File: config.mk
export PLATFORM = sky130hd
export DESIGN_NAME = rgb_to_yuv420_stream
export DESIGN_NICKNAME = d
export VERILOG_FILES = /design/src/rgb2yuv_pkg.sv /design/src/rgb2yuv_cfg.sv /design/src/rgb2yuv_raster.sv /design/src/rgb2yuv_csc.sv /design/src/rgb_to_yuv420_stream.sv
export SDC_FILE = /design/constraint.sdc
export NUM_CORES = 1
export LEC_CHECK = 0
export BUFFER_PORTS_ARGS = -buffer_cell sky130_fd_sc_hd__buf_2
export CAP_MARGIN = 20
export CORE_ASPECT_RATIO = 1.25
export CORE_MARGIN = 5
export CORE_UTILIZATION = 35
export CTS_BUF_LIST = sky130_fd_sc_hd__clkbuf_8
export DETAILED_ROUTE_END_ITERATION = 10
export PLACE_DENSITY_LB_ADDON = 0.12
export SLEW_MARGIN = 15
export SYNTH_ARGS = -nofsm -noshare
export SYNTH_HDL_FRONTEND = slang
export SYNTH_SLANG_ARGS = --single-unit
File: constraint.sdc
create_clock -name clk -period 6.98 [get_ports clk]
set_input_delay 1.396 -clock clk [delete_from_list [all_inputs] [get_ports clk]]
set_output_delay 1.396 -clock clk [all_outputs]
set_load 0.01 [all_outputs]
File: src/rgb2yuv_pkg.sv
// Shared types and constants for the RGB to YUV 4:2:0 stream converter.
// No dependencies.
package rgb2yuv_pkg;

  localparam int MAX_LINE_PIXELS = 4096;
  localparam int MAX_FRAME_LINES = 4096;
  localparam int MAX_PAIRS       = MAX_LINE_PIXELS / 2;

  localparam int PAIRS_W = 12;
  localparam int LINES_W = 13;
  localparam int COL_W   = 12;
  localparam int ROW_W   = 12;
  localparam int ADDR_W  = 3;
  localparam int DATA_W  = 32;

  localparam logic [PAIRS_W-1:0] PAIRS_RESET = PAIRS_W'(320);
  localparam logic [LINES_W-1:0] LINES_RESET = LINES_W'(480);

  // register index, taken from paddr[2]
  localparam logic REG_PAIRS = 1'b0;
  localparam logic REG_LINES = 1'b1;

  typedef struct packed {
    logic chroma;
    logic line_end;
    logic frame_end;
  } pos_flags_t;

  typedef struct packed {
    logic [7:0] blue;
    logic [7:0] green;
    logic [7:0] red;
  } rgb_t;

  typedef struct packed {
    logic [7:0] cr;
    logic [7:0] cb;
    logic [7:0] luma;
  } yuv_t;

endpackage

File: src/rgb2yuv_cfg.sv
// APB-style register file: pairs_per_line and lines_per_frame.
// Depends on rgb2yuv_pkg.
module rgb2yuv_cfg (
  input  logic                             clk,
  input  logic                             rst_n,
  input  logic                             psel,
  input  logic                             penable,
  input  logic                             pwrite,
  input  logic [rgb2yuv_pkg::ADDR_W-1:0]   paddr,
  input  logic [rgb2yuv_pkg::DATA_W-1:0]   pwdata,
  output logic [rgb2yuv_pkg::DATA_W-1:0]   prdata,
  output logic                             pready,
  output logic [rgb2yuv_pkg::PAIRS_W-1:0]  pairs_per_line,
  output logic [rgb2yuv_pkg::LINES_W-1:0]  lines_per_frame
);

  logic [rgb2yuv_pkg::PAIRS_W-1:0] pairs_r;
  logic [rgb2yuv_pkg::LINES_W-1:0] lines_r;
  logic                            wr_en;

  assign pready = 1'b1;
  assign wr_en  = psel & penable & pwrite;

  always_ff @(posedge clk) begin
    if (!rst_n) begin
      pairs_r <= rgb2yuv_pkg::PAIRS_RESET;
      lines_r <= rgb2yuv_pkg::LINES_RESET;
    end else if (wr_en) begin
      unique case (paddr[2])
        rgb2yuv_pkg::REG_PAIRS: pairs_r <= pwdata[rgb2yuv_pkg::PAIRS_W-1:0];
        rgb2yuv_pkg::REG_LINES: lines_r <= pwdata[rgb2yuv_pkg::LINES_W-1:0];
        default: ;
      endcase
    end
  end

  always_comb begin
    unique case (paddr[2])
      rgb2yuv_pkg::REG_PAIRS:
        prdata = {{(rgb2yuv_pkg::DATA_W-rgb2yuv_pkg::PAIRS_W){1'b0}}, pairs_r};
      rgb2yuv_pkg::REG_LINES:
        prdata = {{(rgb2yuv_pkg::DATA_W-rgb2yuv_pkg::LINES_W){1'b0}}, lines_r};
      default: prdata = '0;
    endcase
  end

  assign pairs_per_line  = pairs_r;
  assign lines_per_frame = lines_r;

endmodule

File: src/rgb2yuv_raster.sv
// Column and line counters; flags chroma sites and line/frame ends.
// Depends on rgb2yuv_pkg.
module rgb2yuv_raster (
  input  logic                             clk,
  input  logic                             rst_n,
  input  logic                             advance,
  input  logic [rgb2yuv_pkg::PAIRS_W-1:0]  pairs_per_line,
  input  logic [rgb2yuv_pkg::LINES_W-1:0]  lines_per_frame,
  output rgb2yuv_pkg::pos_flags_t          flags
);

  localparam int WID_W = rgb2yuv_pkg::COL_W + 1;
  localparam int HGT_W = rgb2yuv_pkg::ROW_W + 1;

  logic [rgb2yuv_pkg::COL_W-1:0]   col_r, col_nxt;
  logic [rgb2yuv_pkg::ROW_W-1:0]   row_r, row_nxt;
  logic [rgb2yuv_pkg::PAIRS_W-1:0] pairs_cl;
  logic [rgb2yuv_pkg::LINES_W-1:0] lines_cl;
  logic [WID_W-1:0]                width;
  logic                            lend, fend;

  always_comb begin
    pairs_cl = pairs_per_line;
    if (pairs_per_line == '0)
      pairs_cl = rgb2yuv_pkg::PAIRS_W'(1);
    else if (pairs_per_line > rgb2yuv_pkg::PAIRS_W'(rgb2yuv_pkg::MAX_PAIRS))
      pairs_cl = rgb2yuv_pkg::PAIRS_W'(rgb2yuv_pkg::MAX_PAIRS);
    lines_cl = lines_per_frame;
    if (lines_per_frame == '0)
      lines_cl = rgb2yuv_pkg::LINES_W'(1);
    else if (lines_per_frame > rgb2yuv_pkg::LINES_W'(rgb2yuv_pkg::MAX_FRAME_LINES))
      lines_cl = rgb2yuv_pkg::LINES_W'(rgb2yuv_pkg::MAX_FRAME_LINES);
  end

  assign width = WID_W'({pairs_cl, 1'b0});
  assign lend  = (WID_W'(col_r) + WID_W'(1)) >= width;
  assign fend  = lend && ((HGT_W'(row_r) + HGT_W'(1)) >= HGT_W'(lines_cl));

  always_comb begin
    col_nxt = col_r + rgb2yuv_pkg::COL_W'(1);
    row_nxt = row_r;
    if (lend) begin
      col_nxt = '0;
      row_nxt = fend ? '0 : row_r + rgb2yuv_pkg::ROW_W'(1);
    end
  end

  always_ff @(posedge clk) begin
    if (!rst_n) begin
      col_r <= '0;
      row_r <= '0;
    end else if (advance) begin
      col_r <= col_nxt;
      row_r <= row_nxt;
    end
  end

  assign flags.chroma    = ~row_r[0] & ~col_r[0];
  assign flags.line_end  = lend;
  assign flags.frame_end = fend;

endmodule

File: src/rgb2yuv_csc.sv
// BT.601 integer color conversion, one pixel, combinational.
// Depends on rgb2yuv_pkg.
module rgb2yuv_csc (
  input  rgb2yuv_pkg::rgb_t pix,
  input  logic              chroma,
  output rgb2yuv_pkg::yuv_t yuv
);

  logic signed [17:0] r_s, g_s, b_s;
  logic signed [17:0] y_sum, u_sum, v_sum;

  assign r_s = signed'({10'b0, pix.red});
  assign g_s = signed'({10'b0, pix.green});
  assign b_s = signed'({10'b0, pix.blue});

  assign y_sum = 18'sd66 * r_s + 18'sd129 * g_s + 18'sd25 * b_s;
  assign u_sum = -18'sd38 * r_s - 18'sd74 * g_s + 18'sd112 * b_s;
  assign v_sum = 18'sd112 * r_s - 18'sd94 * g_s - 18'sd18 * b_s;

  // floor(sum/256) mod 256 is bits [15:8] in two's complement
  assign yuv.luma = y_sum[15:8] + 8'd16;
  assign yuv.cb   = chroma ? u_sum[15:8] + 8'd128 : 8'd0;
  assign yuv.cr   = chroma ? v_sum[15:8] + 8'd128 : 8'd0;

endmodule

File: src/rgb_to_yuv420_stream.sv
// Top level of the RGB888 to YUV 4:2:0 stream converter.
// Depends on rgb2yuv_pkg, rgb2yuv_cfg, rgb2yuv_raster, rgb2yuv_csc.
// One pixel per transfer in raster order; one result per pixel, through an
// input register, then a result register; one pixel per clock sustained while
// out_tready is high. Luma on every pixel; cb/cr on the even column of even
// lines with tuser[0] set, else zero. tlast marks the last pixel of a line,
// tuser[1] the last pixel of a frame. Line width is programmed in pixel pairs.
module rgb_to_yuv420_stream (
  input  logic                           clk,
  input  logic                           rst_n,
  input  logic                           in_tvalid,
  output logic                           in_tready,
  input  logic [23:0]                    in_tdata,   // red, green, blue
  output logic                           out_tvalid,
  input  logic                           out_tready,
  output logic [23:0]                    out_tdata,  // luma, cb, cr
  output logic                           out_tlast,  // line_end
  output logic [1:0]                     out_tuser,  // chroma_valid, frame_end
  input  logic                           cfg_psel,
  input  logic                           cfg_penable,
  input  logic                           cfg_pwrite,
  input  logic [rgb2yuv_pkg::ADDR_W-1:0] cfg_paddr,
  input  logic [rgb2yuv_pkg::DATA_W-1:0] cfg_pwdata,
  output logic [rgb2yuv_pkg::DATA_W-1:0] cfg_prdata,
  output logic                           cfg_pready
);

  logic [rgb2yuv_pkg::PAIRS_W-1:0] pairs_per_line;
  logic [rgb2yuv_pkg::LINES_W-1:0] lines_per_frame;
  rgb2yuv_pkg::pos_flags_t         pos_flags;
  rgb2yuv_pkg::pos_flags_t         s1_flags_r;
  rgb2yuv_pkg::rgb_t               s1_pix_r;
  rgb2yuv_pkg::yuv_t               yuv;
  rgb2yuv_pkg::yuv_t               out_yuv_r;
  logic                            s1_v_r, s1_v_nxt;
  logic                            out_v_r, out_v_nxt;
  logic                            out_chroma_r, out_lend_r, out_fend_r;
  logic                            in_xfer, s2_ready, s1_move;

  rgb2yuv_cfg u_cfg (
    .clk             (clk),
    .rst_n           (rst_n),
    .psel            (cfg_psel),
    .penable         (cfg_penable),
    .pwrite          (cfg_pwrite),
    .paddr           (cfg_paddr),
    .pwdata          (cfg_pwdata),
    .prdata          (cfg_prdata),
    .pready          (cfg_pready),
    .pairs_per_line  (pairs_per_line),
    .lines_per_frame (lines_per_frame)
  );

  rgb2yuv_raster u_raster (
    .clk             (clk),
    .rst_n           (rst_n),
    .advance         (in_xfer),
    .pairs_per_line  (pairs_per_line),
    .lines_per_frame (lines_per_frame),
    .flags           (pos_flags)
  );

  rgb2yuv_csc u_csc (
    .pix    (s1_pix_r),
    .chroma (s1_flags_r.chroma),
    .yuv    (yuv)
  );

  assign s2_ready  = ~out_v_r | out_tready;
  assign s1_move   = s1_v_r & s2_ready;
  assign in_tready = ~s1_v_r | s2_ready;
  assign in_xfer   = in_tvalid & in_tready;

  always_comb begin
    s1_v_nxt = s1_v_r;
    if (in_xfer)
      s1_v_nxt = 1'b1;
    else if (s1_move)
      s1_v_nxt = 1'b0;
    out_v_nxt = out_v_r;
    if (s1_move)
      out_v_nxt = 1'b1;
    else if (out_tready)
      out_v_nxt = 1'b0;
  end

  always_ff @(posedge clk) begin
    if (!rst_n) begin
      s1_v_r  <= 1'b0;
      out_v_r <= 1'b0;
    end else begin
      s1_v_r  <= s1_v_nxt;
      out_v_r <= out_v_nxt;
    end
  end

  always_ff @(posedge clk) begin
    if (in_xfer) begin
      s1_pix_r   <= in_tdata;
      s1_flags_r <= pos_flags;
    end
    if (s1_move) begin
      out_yuv_r    <= yuv;
      out_chroma_r <= s1_flags_r.chroma;
      out_lend_r   <= s1_flags_r.line_end;
      out_fend_r   <= s1_flags_r.frame_end;
    end
  end

  assign out_tvalid = out_v_r;
  assign out_tdata  = out_yuv_r;
  assign out_tlast  = out_lend_r;
  assign out_tuser  = {out_fend_r, out_chroma_r};

  a_fend_has_lend: assert property (@(posedge clk) disable iff (!rst_n)
    out_tvalid |-> (!out_tuser[1] || out_tlast))
    else $error("frame end without line end");

  a_no_chroma_zero: assert property (@(posedge clk) disable iff (!rst_n)
    (out_tvalid && !out_tuser[0]) |-> (out_tdata[23:8] == 16'd0))
    else $error("chroma samples set off a chroma site");

  a_full_stall_blocks: assert property (@(posedge clk) disable iff (!rst_n)
    (s1_v_r && out_v_r && !out_tready) |-> !in_tready)
    else $error("input taken while both stages are held");

  a_stage_feeds_out: assert property (@(posedge clk) disable iff (!rst_n)
    s1_move |=> out_v_r)
    else $error("stage one moved without a result");

endmodule
==> qor_table.md <==
| Item | This run |
|---|---|
| Status | finished clean |
| Class of the most critical hold timing path | register to register |
| Max IR drop VDD | 0.1764 mV |
| Fmax | 159.4 MHz |
| Commonest non-fill, non-tap cells in the layout | sky130_fd_sc_hd__ha_1, sky130_fd_sc_hd__inv_1, sky130_fd_sc_hd__nand2_1, sky130_fd_sc_hd__fa_1, sky130_fd_sc_hd__buf_2 |
| Post-synth EDFFs | 54 |
| Average size of a mapped cell | 9.328 um^2 |
| Die area | 40090 um^2 |
| Area fraction of the dominant cell type after synthesis | 25.30% |
| Max-cap violations | 0 |
| Area added between synthesis and finish | 8.807% |
| TritonCTS buffer count | 9 |
| Synth Register Bits | 105 |
| Buffer depth of the longest clock path | 2 |
| Number of placement rows | 78 |
| Hold Fails Final Rpt | 0 |
| Leakage | 6.818 nW |
| Router iterations before antenna repair | 4 |
| Endpoint required time on the critical path | 7.17 ns |
| Power Dens Cells | 378.7 nW/um^2 |
| Worst-path clk slew | 0.12 ns |
| Actual slew at the worst max-slew pin | 0.9578 ns |
| Fill count | 3694 |
| RSZ-0062 raised after global routing | no |
| Initial antenna violation count | 2 |
| Number of antenna repair diodes | 0 |
| Critical-path top delay cell | sky130_fd_sc_hd__edfxtp_1 |
| Most area-hungry cell type in the Yosys netlist | sky130_fd_sc_hd__ha_1 |
| Number of warnings printed during yosys synthesis | 0 |
| Gr usage total | 15.92% |
| Overflow left after global routing | 0 |
| Cell area after synthesis | 12660 um^2 |
| Number of H-tree levels | 3 |
| Net switching power figure | 0.002468 W |
| Number of sinks handled by clock tree synthesis | 105 |
| Post-layout net count | 1847 |
| Hold path depth | 0 |
| Floorplan die height | 222.6 um |
| DR vias | 9154 |
| FF-to-FF path depth | 23 |
| Main area contributors after synthesis | sky130_fd_sc_hd__ha_1, sky130_fd_sc_hd__fa_1, sky130_fd_sc_hd__edfxtp_1 |
| Share of the yosys chip area belonging to registers | 20.88% |
| Worst r2r src | s1_pix_r[19] |
| Post-CTS setup buffers | 0 |
| Ordered list of cells on the worst path | ha_1 -> ha_1 -> fa_1 -> ha_1 -> a21oi_1 -> nor2_1 -> nor2_1 -> o21bai_1 -> a21oi_1 -> o21ai_0 -> xnor2_1 -> ha_1 -> ha_1 -> inv_1 -> fa_1 -> inv_1 -> ha_1 -> nor4b_1 -> a2111oi_0 -> o211ai_2 -> ha_1 -> xnor2_1 -> xnor2_1 |
| Leading register cell type out of synthesis | sky130_fd_sc_hd__edfxtp_1 |
| Post-route DRC violation count | 0 |
| Post-route minimum period | 6.274 ns |
| Largest fanout of any net on the critical path | 10 |
| Kind of critical path | register to register |
| Final-report setup violation count | 0 |
| Minimum setup slack among reg-to-reg paths | 0.71 ns |
| Worst setup path startpoint | s1_pix_r[19] |
| Insertion delay of the later-clocked pin in the worst-skew pair | 0.44 ns |
| Vias per inst | 4.760 |
| Post-CTS sizing | 0 |
| Crit start category | register |
| CP Data Arrival Time | 6.46 ns |
| Most frequent standard cell in the layout excluding fill and tap cells | sky130_fd_sc_hd__ha_1 |
| Synthesized instance count | 1357 |
| Initial cell density of the core | 35.15% |
| CP Capture Type | register |
| Relative slew slack | 35.91% |
| Final period utilization | 89.88% |
| Cts hold-fix bufs | 0 |
| Setup TNS Final | 0 ns |
| Proportion of total power due to net switching | 47.32% |
| Critical path's largest stage delay | 0.57 ns |
| Internal power | 0.002748 W |
| Number of top-level design ports | 128 |
| Die X | 180.1 um |
| FFs w/ async S/R, synth | 0% |
| R2R Path End | out_tdata[6] |
| Min-delay src | s1_flags_r[1] |
| Combinational fraction of design power | 74.1% |
| Clock root buffer master | sky130_fd_sc_hd__clkbuf_8 |
| Terminating pin of the worst hold path | out_tlast |
| TritonCTS clock tree | done |
| Number of different library cells in the post-synthesis netlist | 73 |
| Area of the placeable core | 36010 um^2 |
| Share of post-route cells with drive strength above 1 | 10.74% |
| Initial detailed-routing violation count | 317 |
| Worst Skew | 0.01985 ns |
| Detailed Route WL | 31250 um |
| Total half-perimeter wirelength after legalization and detailed placement | 25760 um |
| Critical path's most frequent cell | sky130_fd_sc_hd__ha_1 |
| WHS | 0.4371 ns |
| Wire length of the first global-routing pass | 49970 um |
| Pin count of the biggest net entering global routing | 56 |
| Routability Congestion | 0.8029 |
| Relative contribution of the clock network to total power | 7.9% |
| Sequential share of power | 18.1% |
| Average wire per cell in the routed design | 16.25 um |
| Number of global-route vias before repair | 9475 |
| Total of buffers placed on input and output ports | 86 |
| Final max-slew violation count | 0 |
| Antenna Nets Post-Route | 0 |
==> Yosys cell counts, drive strengths merged, types with 14 or more instances <==
| library cell | number |
|---|---|
| a21o | 23 |
| a21oi | 84 |
| buf | 29 |
| clkbuf | 18 |
| dfxtp | 51 |
| edfxtp | 54 |
| fa | 87 |
| ha | 256 |
| inv | 227 |
| nand2 | 130 |
| nand3 | 28 |
| nor2 | 46 |
| nor2b | 14 |
| nor3 | 15 |
| o21a | 18 |
| o21ai | 35 |
| o21bai | 17 |
| o22ai | 14 |
| xnor2 | 53 |
| xor2 | 32 |
==> metrics by stage <==
step	setup WS, ns	instances	utilization (%)	instance area, um^2	power (W)
floorplan	1.167	1375	-	12730	0.003973
global placement	0.7470	1906	37.68	13570	0.004861
detailed placement	0.6816	1906	37.68	13570	0.004886
CTS	0.6336	1922	38.19	13750	0.005342
global route	0.3579	1923	38.25	13770	0.005907
finish	0.7061	1923	38.25	13770	0.005216
==> state kept, by name, indices dropped and copies added (netlist names) <==
name and flops:
out_tdata 24, u_cfg.pairs_per_line 12, u_raster.row_r 12, s1_flags_r 3, u_cfg.lines_per_frame 13, s1_pix_r 24, out_tvalid 1, u_raster.col_r 12
out_chroma_r 1, s1_v_r 1, out_fend_r 1, out_tlast 1
==> worst max-delay path by stage <==
stage / to / cells after the start
5_1_grt: out_tdata[6] / 23
6_report: out_tdata[6] / 23
3_5_place_dp: out_tdata[6] / 23
4_1_cts: out_tdata[6] / 23
2_1_floorplan: out_tdata[6] / 24
3_3_place_gp: out_tdata[6] / 23
==> power groups by stage <==
stage / combinational [W] / sequential [W] / clock [W]
6_report: 0.00386 / 0.000942 / 0.000411
5_1_grt: 0.00450 / 0.000953 / 0.000459
4_1_cts: 0.00396 / 0.000946 / 0.000437
3_5_place_dp: 0.00393 / 0.000959 / 0
3_3_place_gp: 0.00390 / 0.000958 / 0
2_1_floorplan: 0.00298 / 0.000994 / 0
==> layout make-up <==
type	instances	area (um^2)	area share (%)
multi-input cells	995	8946	64.95
flip-flops and latches	105	2643	19.19
inverters	228	858.3	6.232
well taps	480	600.6	4.360
repair buffers	99	540.5	3.924
clock buffers	9	123.9	0.8993
clock inverters	7	61.31	0.4451
==> critical path: cells and delay by family (launching register included) <==
family / cells / cell delay, ns
adder cells (fa/ha/maj): 9 / 3.23
AO/OA/AOI/OAI: 6 / 1.29
flip-flops: 1 / 0.57
AND/OR/NAND/NOR: 3 / 0.41
XOR/XNOR: 3 / 0.41
buffers and inverters: 2 / 0.11
==> metal layers <==
layer / track usage (%) / wire length [um] / up-vias
met3: 2.489 / 726 / 31
met4: 4.270 / 495 / 4
met5: 0 / 20 / -
li1: - / - / 4696
met1: 16.55 / 11980 / 4335
met2: 32.57 / 18030 / 88
==> cell families after synthesis <==
group,Yosys count,share of synthesized area [%]
xor+xnor,86,6.059
buf+inv,275,9.044
flops,105,20.88
compound gates,233,12.28
fa+ha+maj,343,39.06
mux,14,1.216
simple gates,299,11.41
other cells,2,0.05933
No activity file was read; power rests on OpenSTA's default activity.
